<file path="config.mk">
export PLATFORM = sky130hd
export DESIGN_NAME = vae_cordic_cell
export DESIGN_NICKNAME = d
export VERILOG_FILES = /design/src/hw/rtl/vae_pkg.sv /design/src/hw/rtl/vae_cordic_cell.sv
export SDC_FILE = /design/constraint.sdc
export NUM_CORES = 1
export LEC_CHECK = 0
export BUFFER_PORTS_ARGS = -buffer_cell sky130_fd_sc_hd__buf_2
export CAP_MARGIN = 25
export CORE_AREA = 2 2 245 151
export CTS_CLUSTER_DIAMETER = 60
export DETAILED_ROUTE_END_ITERATION = 10
export DIE_AREA = 0 0 247 153
export GPL_TIMING_DRIVEN = 0
export PLACE_DENSITY = 0.72
export SETUP_SLACK_MARGIN = 0.1
export SYNTH_ARGS = -nofsm -noshare
export SYNTH_HDL_FRONTEND = slang
export SYNTH_SLANG_ARGS = --single-unit
</file>
<file path="constraint.sdc">
create_clock -name clk -period 6.8 [get_ports clk]
set_input_delay 0 -clock clk [delete_from_list [all_inputs] [get_ports clk]]
set_output_delay 0 -clock clk [all_outputs]
set_load 0.01 [all_outputs]
</file>
<file path="src/hw/rtl/vae_pkg.sv">
`default_nettype none
package vae_pkg;

	localparam int unsigned IN_W = 24;
	localparam int unsigned THR_W = 10;
	localparam int unsigned AZ_W = 17;
	localparam int unsigned EL_W = 16;
	localparam int unsigned GUARD_BITS = 12;
	localparam int unsigned DP_W = 40;
	localparam int unsigned ANG_W = 26;
	localparam int unsigned OUT_PRE_W = 19;
	localparam int unsigned IDX_W = 5;
	localparam int unsigned TABLE_LEN = 24;
	localparam int unsigned CORDIC_STAGES = 16;
	localparam int unsigned NUM_CELLS = (CORDIC_STAGES > TABLE_LEN) ? TABLE_LEN : CORDIC_STAGES;

	localparam logic [THR_W-1:0] THR_RESET = 10'd1;
	localparam logic [23:0] INV_GAIN_Q24 = 24'd10188014;
	localparam logic signed [ANG_W-1:0] DEG90_Q16 = 26'sd5898240;
	localparam logic signed [OUT_PRE_W-1:0] AZ_LIMIT = 19'sd46080;
	localparam logic signed [OUT_PRE_W-1:0] EL_LIMIT = 19'sd23040;

	localparam logic signed [ANG_W-1:0] ATAN_DEG_Q16 [TABLE_LEN] = '{
		26'sd2949120, 26'sd1740967, 26'sd919879, 26'sd466945,
		26'sd234379, 26'sd117304, 26'sd58666, 26'sd29335,
		26'sd14668, 26'sd7334, 26'sd3667, 26'sd1833,
		26'sd917, 26'sd458, 26'sd229, 26'sd115,
		26'sd57, 26'sd29, 26'sd14, 26'sd7,
		26'sd4, 26'sd2, 26'sd1, 26'sd0
	};

	typedef struct packed {
		logic signed [DP_W-1:0] x;
		logic signed [DP_W-1:0] y;
		logic signed [ANG_W-1:0] ang;
		logic signed [IN_W-1:0] z;
		logic signed [AZ_W-1:0] az;
		logic az_zero;
		logic z_small;
		logic el_zero;
	} vae_word_t;

	function automatic logic signed [OUT_PRE_W-1:0] round_sat(
		input logic signed [ANG_W-1:0] acc,
		input logic signed [OUT_PRE_W-1:0] lim
	);
		logic signed [ANG_W:0] sum;
		logic signed [OUT_PRE_W-1:0] v;
		sum = (ANG_W+1)'(acc) + 27'sd128;
		v = $signed(sum[ANG_W:8]);
		if (v > lim) begin
			v = lim;
		end else if (v < -lim) begin
			v = -lim;
		end
		return v;
	endfunction

endpackage
`default_nettype wire

</file>
<file path="src/hw/rtl/vae_cordic_cell.sv">
`default_nettype none
module vae_cordic_cell (
	input wire logic clk,
	input wire logic arst_n,
	input wire logic [vae_pkg::IDX_W-1:0] stage_idx,
	input wire logic in_vld,
	input wire vae_pkg::vae_word_t in_word,
	output logic in_take,
	output logic out_vld,
	output vae_pkg::vae_word_t out_word,
	input wire logic out_take
);
	import vae_pkg::*;

	logic vld_q;
	vae_word_t word_q;
	vae_word_t word_d;
	logic signed [DP_W-1:0] xi;
	logic signed [DP_W-1:0] yi;
	logic signed [DP_W-1:0] dx;
	logic signed [DP_W-1:0] dy;
	logic signed [ANG_W-1:0] step;

	assign in_take = !vld_q || out_take;
	assign xi = in_word.x;
	assign yi = in_word.y;
	assign dx = yi >>> stage_idx;
	assign dy = xi >>> stage_idx;
	assign step = ATAN_DEG_Q16[stage_idx];

	always_comb begin
		word_d = in_word;
		if (!yi[DP_W-1]) begin
			word_d.x = xi + dx;
			word_d.y = yi - dy;
			word_d.ang = in_word.ang + step;
		end else begin
			word_d.x = xi - dx;
			word_d.y = yi + dy;
			word_d.ang = in_word.ang - step;
		end
	end

	always_ff @(posedge clk or negedge arst_n) begin
		if (!arst_n) begin
			vld_q <= 1'b0;
		end else if (in_take) begin
			vld_q <= in_vld;
		end
	end

	always_ff @(posedge clk) begin
		if (in_take && in_vld) begin
			word_q <= word_d;
		end
	end

	assign out_vld = vld_q;
	assign out_word = word_q;
endmodule
`default_nettype wire

</file>
==> results.md <==
* Outcome: finished with violations
* Failing checks: setup timing
* Htree depth at 4
* Mapped Cells at 1872
* Sink Count at 151
* Largest net degree at the start of global routing at 75
* Yosys cell types at 88
* WS Path Type: input port to flop
* Worst-path maximum fanout at 10
* Latest clock arrival within the worst-skew pair at 0.46 ns
* Final Skew at 0.00948 ns
* Post-DR wirelength/cell at 32.7 um
* Placed cell areas at 19800 um2
* Detail Route Antenna Nets at 0
* RSZ-0062 raised after global routing: yes
* Post-layout worst setup margin at -0.0799 ns
* CTS buffer count at 17
* Syn. warnings at 0
* Grt ovf at 0
* Vias per cell at 7.04
* TritonCTS clock tree: yes
* WL final at 90200 um
* Post-synth EDFFs at 150
* Largest stage delay, worst path at 0.58 ns
* Area contributors post-synth: edfxtp_1, mux4_2, ha_1
* Row cnt at 54
* Nets at 2544
* Minimum clock period at 6.88 ns
* Syn Std Cell Area at 17600 um2
* Mapped Nets at 2147
* Critical Path AT at 7.08 ns
* Die width at 247 um
* Die height at 153 um
* Fin crit share at 1.01
* Synth area leader: edfxtp_1
* Max Cap Viol at 0
* Starting Density at 0.493
* Post-synthesis sequential area ratio at 0.258
* Fmax at 145 MHz
* Slowest CP cell: buf_2
* Static Leak at 8.97 nW
* Max-slew violations at 0
* Design Area, Final at 21400 um2
* Vias in the first global route at 18.5k
* Relative slew margins at 0.195
* P&R area growth vs syn at 22.2%
* # DRC at 0
* Most used cell along the critical path: clkbuf_2
* Core area at 35600 um2
* Final hold violations at 0
* First drt pass iteration count at 7
* Overall Global Routing Usage at 0.467
* Total Power at 4.83 mW
* Ys flop type: edfxtp_1
* Routability cong. at 1.04
* CP endpoint kind: flop
* CP Launch Type: input port
* Post-Syn Area per Cell at 9.38 um2
* CP cell instances: buf_2 > clkbuf_2 > clkbuf_2 > buf_2 > buf_2 > clkbuf_2 > clkbuf_2 > mux2i_1 > nor2_1 > a21oi_1 > xnor2_1 > ha_1 > nand3_1 > or2_2 > a2111oi_2 > a211o_1 > o221ai_2 > o22ai_1 > a211o_1 > a31oi_2 > o21ai_0 > a21oi_1 > xnor2_1
* Starting DRC count in detailed routing at 3204
* Port bufs at 308
* Clock root cell: clkbuf_16
* Least-Margin Pin Slew at 1.21 ns
* Hold crit path type: input port to flop
* I/O Pins at 311
* Async set-or-reset flop fraction in the synthesized netlist at 0.00662
* Power per cell area at 225 nW/um2
* Final setup vio count at 2
* Most frequent cells in the layout: buf_2, a21oi_1, nor2_1, edfxtp_1, nand2_1
* Post-DP HPWL at 69600 um
* Top cell type's share of synthesized area at 0.257
* Fraction of layout cells with a size suffix above 1 at 0.277
* First-pass GRT wire length at 127000 um
* Vias after detailed routing at 19.4k
* Commonest non-fill, non-tap cell in the layout: buf_2
* Initial antenna violation count at 1
* Peak supply drop at 0.190 mV
* CP required at 7.00 ns
* Clk slew on worst S/H paths at 0.07 ns
* Die area at 37800 um2
* Flops & latches, synth at 151
* Max clock buf depth at 2
-- cells by family after synthesis --
kind of cell             after synthesis  synth area share
XOR/XNOR                             175            0.0873
buffers and inverters                158            0.0389
flip-flops                           151             0.258
AO/OA/AOI/OAI                        542             0.203
multiplexers                         199             0.183
AND/OR/NAND/NOR                      531             0.146
adder cells (fa/ha/maj)              116            0.0840
-- layer usage --
metal | vias up | GRT usage | routed length (um)
met4 | 0 | 0.147 | 3200
met5 | - | 0 | 0
met2 | 1722 | 0.646 | 36200
met1 | 9453 | 0.641 | 36000
li1 | 8002 | - | -
met3 | 257 | 0.220 | 14800
-- what timing repair did --
action                     in CTS  in global routing
hold buffers                   53                  0
hold endpoints to repair       51                  0
setup endpoints to repair      62                 30
resized for setup              72                 71
buffers inserted                3                  6
pin swaps                       2                  4
-- area by class of cell --
| cell class | instances | area, um2 |
|---|---|---|
| clock inverter | 15 | 204 |
| timing repair buffer | 378 | 2270 |
| buffer | 102 | 591 |
| antenna | 1 | 2.50 |
| fill | 2963 | 14200 |
| inverter | 56 | 214 |
| multi-input combinational | 1563 | 12600 |
| tap | 476 | 596 |
| sequential | 151 | 4530 |
| clock buffer | 17 | 425 |
-- cell usage after synthesis (19+ instances only) --
library cell	count
o21ai_0	67
clkbuf_1	49
buf_1	21
o22ai_1	24
xnor2_1	112
a21o_1	54
a211oi_1	27
and2_1	21
nor3_1	30
edfxtp_1	150
a31oi_1	33
nand2b_1	19
mux2_2	37
nand3_1	44
nand2_1	147
nor2_1	154
a21oi_1	165
xor2_1	63
ha_1	113
buf_2	21
mux4_2	93
and3_1	25
mux2i_1	62
inv_1	54
-- registers in the layout, indices dropped and copies added (netlist names) --
name and cells:
out_vld 1, out_word 150
-- through the flow --
| stage | setup TNS, ns | setup slack, ns | hold slack (ns) | util | std cells |
|---|---|---|---|---|---|
| 3_3_place_gp | -90.71 | -2.62 | -0.225 | 0.553 | 2656 |
| 6_report | -0.0859 | -0.0799 | 0.0162 | 0.602 | 2759 |
| 5_1_grt | 0 | 0.0450 | 0.00371 | 0.602 | 2758 |
| 3_5_place_dp | -82.36 | -2.75 | -0.219 | 0.555 | 2661 |
| 4_1_cts | 0 | 0.0958 | 0.00320 | 0.594 | 2749 |
| 2_1_floorplan | 0 | 0.444 | -0.296 | - | 1872 |
-- worst paths after layout --
| path | start | slack, ns | depth (start not counted) | end |
|---|---|---|---|---|
| setup / recovery | stage_idx[3] | -0.08 | 23 | out_word[149] |
| hold / removal | in_word[54] | 0.02 | 3 | out_word[54] |
| setup reg to reg | out_vld | 5.17 | 3 | out_word[27] |
| hold reg to reg | out_vld | 0.88 | 2 | out_word[147] |
| max in group asynchronous | arst_n | 6.32 | 3 | out_vld |
| min in group asynchronous | arst_n | 0.37 | 3 | out_vld |
-- worst max-delay path: cells and delay by family --
| family | cells | cell delay (ns) |
|---|---|---|
| mux | 1 | 0.50 |
| xor+xnor | 2 | 0.28 |
| compound gates | 9 | 2.19 |
| buf+inv | 7 | 3.17 |
| fa+ha+maj | 1 | 0.37 |
| simple gates | 3 | 0.53 |
-- power breakdown --
part / internal [mW] / switching (mW)
Combinational: 0.942 / 1.51
Sequential: 1.25 / 0.0341
Clock: 0.597 / 0.499
Total: 2.78 / 2.05
Power figures use the tool's default switching activity.
