===== config.mk =====
export PLATFORM = sky130hd
export DESIGN_NAME = vae_gain_mult
export DESIGN_NICKNAME = d
export VERILOG_FILES = /design/src/hw/rtl/vae_pkg.sv /design/src/hw/rtl/vae_gain_mult.sv
export SDC_FILE = /design/constraint.sdc
export NUM_CORES = 1
export LEC_CHECK = 0
export CORE_MARGIN = 4
export CORE_UTILIZATION = 60
export DETAILED_ROUTE_END_ITERATION = 7
export DONT_BUFFER_PORTS = 1
export GPL_TIMING_DRIVEN = 0
export PLACE_DENSITY_LB_ADDON = 0.25
export SLEW_MARGIN = 20
export SYNTH_ARGS = -nofsm -noshare
export SYNTH_HDL_FRONTEND = slang
export SYNTH_SLANG_ARGS = --single-unit

===== constraint.sdc =====
create_clock -name clk -period 7.1 [get_ports clk]
set_input_delay 1.42 -clock clk [delete_from_list [all_inputs] [get_ports clk]]
set_output_delay 1.42 -clock clk [all_outputs]
set_load 0.05 [all_outputs]

===== src/hw/rtl/vae_pkg.sv =====
`default_nettype none
package vae_pkg;

	localparam int unsigned IN_W = 24;
	localparam int unsigned THR_W = 10;
	localparam int unsigned AZ_W = 17;
	localparam int unsigned EL_W = 16;
	localparam int unsigned GUARD_BITS = 12;
	localparam int unsigned DP_W = 40;
	localparam int unsigned ANG_W = 26;
	localparam int unsigned OUT_PRE_W = 19;
	localparam int unsigned IDX_W = 5;
	localparam int unsigned TABLE_LEN = 24;
	localparam int unsigned CORDIC_STAGES = 16;
	localparam int unsigned NUM_CELLS = (CORDIC_STAGES > TABLE_LEN) ? TABLE_LEN : CORDIC_STAGES;

	localparam logic [THR_W-1:0] THR_RESET = 10'd1;
	localparam logic [23:0] INV_GAIN_Q24 = 24'd10188014;
	localparam logic signed [ANG_W-1:0] DEG90_Q16 = 26'sd5898240;
	localparam logic signed [OUT_PRE_W-1:0] AZ_LIMIT = 19'sd46080;
	localparam logic signed [OUT_PRE_W-1:0] EL_LIMIT = 19'sd23040;

	localparam logic signed [ANG_W-1:0] ATAN_DEG_Q16 [TABLE_LEN] = '{
		26'sd2949120, 26'sd1740967, 26'sd919879, 26'sd466945,
		26'sd234379, 26'sd117304, 26'sd58666, 26'sd29335,
		26'sd14668, 26'sd7334, 26'sd3667, 26'sd1833,
		26'sd917, 26'sd458, 26'sd229, 26'sd115,
		26'sd57, 26'sd29, 26'sd14, 26'sd7,
		26'sd4, 26'sd2, 26'sd1, 26'sd0
	};

	typedef struct packed {
		logic signed [DP_W-1:0] x;
		logic signed [DP_W-1:0] y;
		logic signed [ANG_W-1:0] ang;
		logic signed [IN_W-1:0] z;
		logic signed [AZ_W-1:0] az;
		logic az_zero;
		logic z_small;
		logic el_zero;
	} vae_word_t;

	function automatic logic signed [OUT_PRE_W-1:0] round_sat(
		input logic signed [ANG_W-1:0] acc,
		input logic signed [OUT_PRE_W-1:0] lim
	);
		logic signed [ANG_W:0] sum;
		logic signed [OUT_PRE_W-1:0] v;
		sum = (ANG_W+1)'(acc) + 27'sd128;
		v = $signed(sum[ANG_W:8]);
		if (v > lim) begin
			v = lim;
		end else if (v < -lim) begin
			v = -lim;
		end
		return v;
	endfunction

endpackage
`default_nettype wire


===== src/hw/rtl/vae_gain_mult.sv =====
`default_nettype none
module vae_gain_mult (
	input wire logic clk,
	input wire logic arst_n,
	input wire logic [vae_pkg::THR_W-1:0] thr,
	input wire logic in_vld,
	input wire vae_pkg::vae_word_t in_word,
	output logic in_take,
	output logic out_vld,
	output vae_pkg::vae_word_t out_word,
	input wire logic out_take
);
	import vae_pkg::*;

	localparam int unsigned HALF = DP_W / 2;
	localparam int unsigned LO_P_W = HALF + 24;
	localparam int unsigned HI_P_W = HALF + 25;
	localparam int unsigned PROD_W = DP_W + 25;

	logic vld_s1;
	logic vld_s2;
	logic take_s1;
	logic take_s2;
	logic [LO_P_W-1:0] plo_s1;
	logic signed [HI_P_W-1:0] phi_s1;
	logic signed [IN_W-1:0] z_s1;
	logic signed [AZ_W-1:0] az_s1;
	logic z_small_s1;
	vae_word_t word_s2;
	logic [LO_P_W-1:0] plo_d;
	logic signed [HI_P_W-1:0] phi_d;
	logic signed [OUT_PRE_W-1:0] az_full;
	logic signed [PROD_W-1:0] prod;
	logic signed [DP_W-1:0] r;
	logic signed [DP_W-GUARD_BITS-1:0] rlsb;
	vae_word_t word_d;

	assign take_s2 = !vld_s2 || out_take;
	assign take_s1 = !vld_s1 || take_s2;
	assign in_take = take_s1;

	assign plo_d = LO_P_W'(in_word.x[HALF-1:0]) * LO_P_W'(INV_GAIN_Q24);
	assign phi_d = HI_P_W'($signed(in_word.x[DP_W-1:HALF]))
		* HI_P_W'($signed({1'b0, INV_GAIN_Q24}));
	assign az_full = round_sat(in_word.ang, AZ_LIMIT);

	assign prod = (PROD_W'(phi_s1) <<< HALF) + $signed(PROD_W'(plo_s1));
	assign r = prod[DP_W+23:24];
	assign rlsb = r[DP_W-1:GUARD_BITS];

	always_comb begin
		word_d.x = r;
		word_d.y = {{(DP_W-IN_W-GUARD_BITS){z_s1[IN_W-1]}}, z_s1, {GUARD_BITS{1'b0}}};
		word_d.ang = '0;
		word_d.z = z_s1;
		word_d.az = az_s1;
		word_d.az_zero = 1'b0;
		word_d.z_small = z_small_s1;
		word_d.el_zero = z_small_s1 && (rlsb < $signed((DP_W-GUARD_BITS)'(thr)));
	end

	always_ff @(posedge clk or negedge arst_n) begin
		if (!arst_n) begin
			vld_s1 <= 1'b0;
			vld_s2 <= 1'b0;
		end else begin
			if (take_s1) begin
				vld_s1 <= in_vld;
			end
			if (take_s2) begin
				vld_s2 <= vld_s1;
			end
		end
	end

	always_ff @(posedge clk) begin
		if (take_s1 && in_vld) begin
			plo_s1 <= plo_d;
			phi_s1 <= phi_d;
			z_s1 <= in_word.z;
			z_small_s1 <= in_word.z_small;
			az_s1 <= in_word.az_zero ? '0 : az_full[AZ_W-1:0];
		end
		if (take_s2 && vld_s1) begin
			word_s2 <= word_d;
		end
	end

	assign out_vld = vld_s2;
	assign out_word = word_s2;
endmodule
`default_nettype wire


==> summary.txt <==
Synth Instances = 2302
DR iter-0 viols = 926
Drt drc = 0
Post-detailed-route wirelength per cell = 19.73 µm
Synth Area in Simple Gates = 0.05091
Total GRT Usage = 0.2567
Crit-path max FO = 6
Maximum clock rate = 142.2 MHz
Die H = 214.8 µm
CP Cell Sequence = fa_2 -> inv_2 -> fa_1 -> fa_1 -> inv_2 -> fa_1 -> fa_1 -> fa_1 -> fa_1 -> ha_4 -> a21o_1 -> a21oi_2 -> nor2b_1 -> o211a_1 -> o31a_1 -> o31a_1 -> buf_4 -> o211a_4 -> nand3_1 -> nand2_1 -> xor2_1
Largest net degree at the start of global routing = 50
Most frequent cells in the layout = inv_1 (600), ha_1 (409), fa_1 (377)
CP delay by family, top = adder cells
Area growth, synth to finish = 7.402%
Layout Utilization = 0.6540
Die width = 214.8 µm
Post-DR vias/cell = 5.444
Final #Nets = 3356
Setup ws final = 0.06595 ns
Clk Latency, worst-skew pair = 0.44 ns
Ys async rst share = 0.01036
Place WS = -0.7221 ns
XOR/XNOR Fraction of Synth Area = 0.03687
Dpl hpwl = 51620 µm
Remaining global-route overflow = 0
CTS Buf Count = 17
Final-layout fill cell count = 3296
Max-Cap Viols = 0
Antenna violations before repair = 0
Htree depth = 4
RD Place Congestion = 0.9747
Vias in the first global route = 16920
Post-Syn Area per Cell = 11.15 µm²
CTS sink cnt = 193
Worst path slowest cell = fa_1
DRT Pass-1 Iters = 5
Most used DFF post-synth = edfxtp_1
Area of the multi-input gates = 17520 µm²
Critical path class = input pin to flip-flop
Hold_buf cts = 0
Final Hold Violating Endpoints = 0
CP startpoint kind = input pin
CTS tree = yes
Synth Register Bits = 193
Crit. End Element = flip-flop
Maximum clock insertion buffer count = 2
Cell Area, Synth = 25660 µm²
Status = complete, no violations
Normalized max-slew margin = 0.5544
Routed via count = 15950
Commonest non-fill, non-tap cell in the layout = inv_1
Final setup fails = 0
Slew of the pin with the lowest slew margin = 0.6623 ns
Post-synthesis mux area share = 0
Layout cells sized above 1 = 0.08574
Setup TNS = 0 ns
Worst Path Buf+Inv = 3
Final Cycle Share = 0.9907
Max-slew violations = 0
Final Skew = 0.01562 ns
Adder-Cell Fraction of Synth Area = 0.5113
Min Hold Slack = 0.4216 ns
Seq. cell area = 5786 µm²
Core Box Area = 42130 µm²
Sequential share of the synthesized area = 0.2255
Die area = 46140 µm²
RSZ-0062 raised after global routing = true
Post-synth cell types = 68
Most used cell, CP = fa_1
Root Buffer = clkbuf_16
Yosys warning total = 0
Complex-gate fraction of the synthesized area = 0.06525
Crit path time final = 7.034 ns
Main combinational cell family by area after synthesis = adder cells
Routed Antenna Nets = 0
Worst endpoint required time = 7.29 ns
Final wirelength = 57800 µm
IO Pins = 316
PortBufs = 0
Clk pin slew, worst setup/hold paths = 0.07 ns
Antenna fix cells = 0
Starting Density = 0.6090
Post-synth EDFFs = 191
Hold WC Path Type = flip-flop to flip-flop
Critical path arrival = 7.22 ns
Row cnt = 75
Peak per-stage delay on the critical path = 0.60 ns
First-pass GRT wire length = 92630 µm
registers in the layout, summed over array words and instances, names as in the netlist:
name	cells
out_vld	1
phi_s1	43
plo_s1	23
vld_s1	1
z_small_s1	1
az_s1	17
out_word	83
z_s1	24
path summary, 6_finish.rpt:
check                                      from                endpoint  slack [ns]  depth (start not counted)
max                                in_word[123]    plo_s1[40]$_DFFE_PP_        0.07                         21
min                          z_s1[17]$_DFFE_PP_  out_word[37]$_DFFE_PP_        0.42                          0
max reg2reg                plo_s1[22]$_DFFE_PP_   out_word[0]$_DFFE_PP_        2.04                         21
min reg2reg                  z_s1[17]$_DFFE_PP_  out_word[37]$_DFFE_PP_        0.42                          0
max in group asynchronous                arst_n      vld_s1$_DFFE_PN0N_        6.37                          0
min in group asynchronous                arst_n     out_vld$_DFFE_PN0P_        0.66                          0
stage by stage:
step	std cells	area, µm²
finish	2930	27560
global route	2930	27560
CTS	2916	27260
detailed placement	2882	26610
global placement	2879	26540
floorplan	2340	25860
per-layer routing:
layer  track usage  share of wire  vias to the layer above  wire length (µm)
met3       0.04449          0.061                       57              3513
li1              -              -                     7480                 -
met2        0.4263           0.47                      460             27390
met1        0.3618           0.45                     7953             25980
met5             0              0                        -                 0
met4       0.05014          0.016                        0               909
logic make-up after synthesis:
kind of cell,count (synthesis)
DFF,193
buffers and inverters,683
adders and majority gates,814
and+or+nand+nor,259
xor gates and xnor gates,108
other,1
AOI/OAI and AO/OA,244
cell usage after synthesis, types with 3 or more instances:
cell type	n	share of area
nor2b_1	12	0.0029
and4_1	5	0.0017
o21bai_1	5	0.0015
ha_1	423	0.21
nand2b_1	10	0.0024
nor2_1	72	0.011
a21oi_1	64	0.012
clkbuf_1	6	0.00088
a211oi_1	9	0.0026
nand4_1	14	0.0034
nor3_1	23	0.0045
buf_4	67	0.020
xor2_1	43	0.015
a31oi_1	4	0.00098
o31a_1	3	0.0010
o21a_1	14	0.0041
or2_2	10	0.0024
fa_1	391	0.31
edfxtp_1	191	0.22
o211ai_1	8	0.0023
nand3b_1	4	0.0012
o2111ai_1	3	0.0010
nor4_1	6	0.0015
and2_1	10	0.0024
a311oi_1	3	0.0010
or3_1	5	0.0012
o21ai_0	39	0.0076
xnor2_1	65	0.022
a221oi_1	3	0.0010
inv_1	609	0.089
a41oi_1	3	0.0010
a31o_2	5	0.0017
a22oi_1	3	0.00088
a2111oi_0	4	0.0014
o31ai_1	3	0.00088
nand3_1	25	0.0049
nand2_1	46	0.0067
a21o_1	48	0.014
and3_1	10	0.0024
layout make-up:
| type | instances | share of cell area |
|---|---|---|
| plain buffers | 74 | 0.01948 |
| clock buffers | 19 | 0.01607 |
| clock inverters | 13 | 0.004450 |
| inverters | 609 | 0.08295 |
| multi-input cells | 1464 | 0.6358 |
| flip-flops and latches | 193 | 0.2099 |
| well taps | 539 | 0.02447 |
| repair buffers | 19 | 0.006810 |
repair_timing:
action / 4_1_cts / 5_1_grt
endpoints found under the setup margin: 9 / 20
buffers inserted: 2 / 14
pin swaps: 17 / 35
gates resized for setup: 21 / 41
cloned: 0 / 0
Power is left out: the tool's default activity adds up to more than one toggle a clock period on the data nets, which glitch-free logic cannot reach.
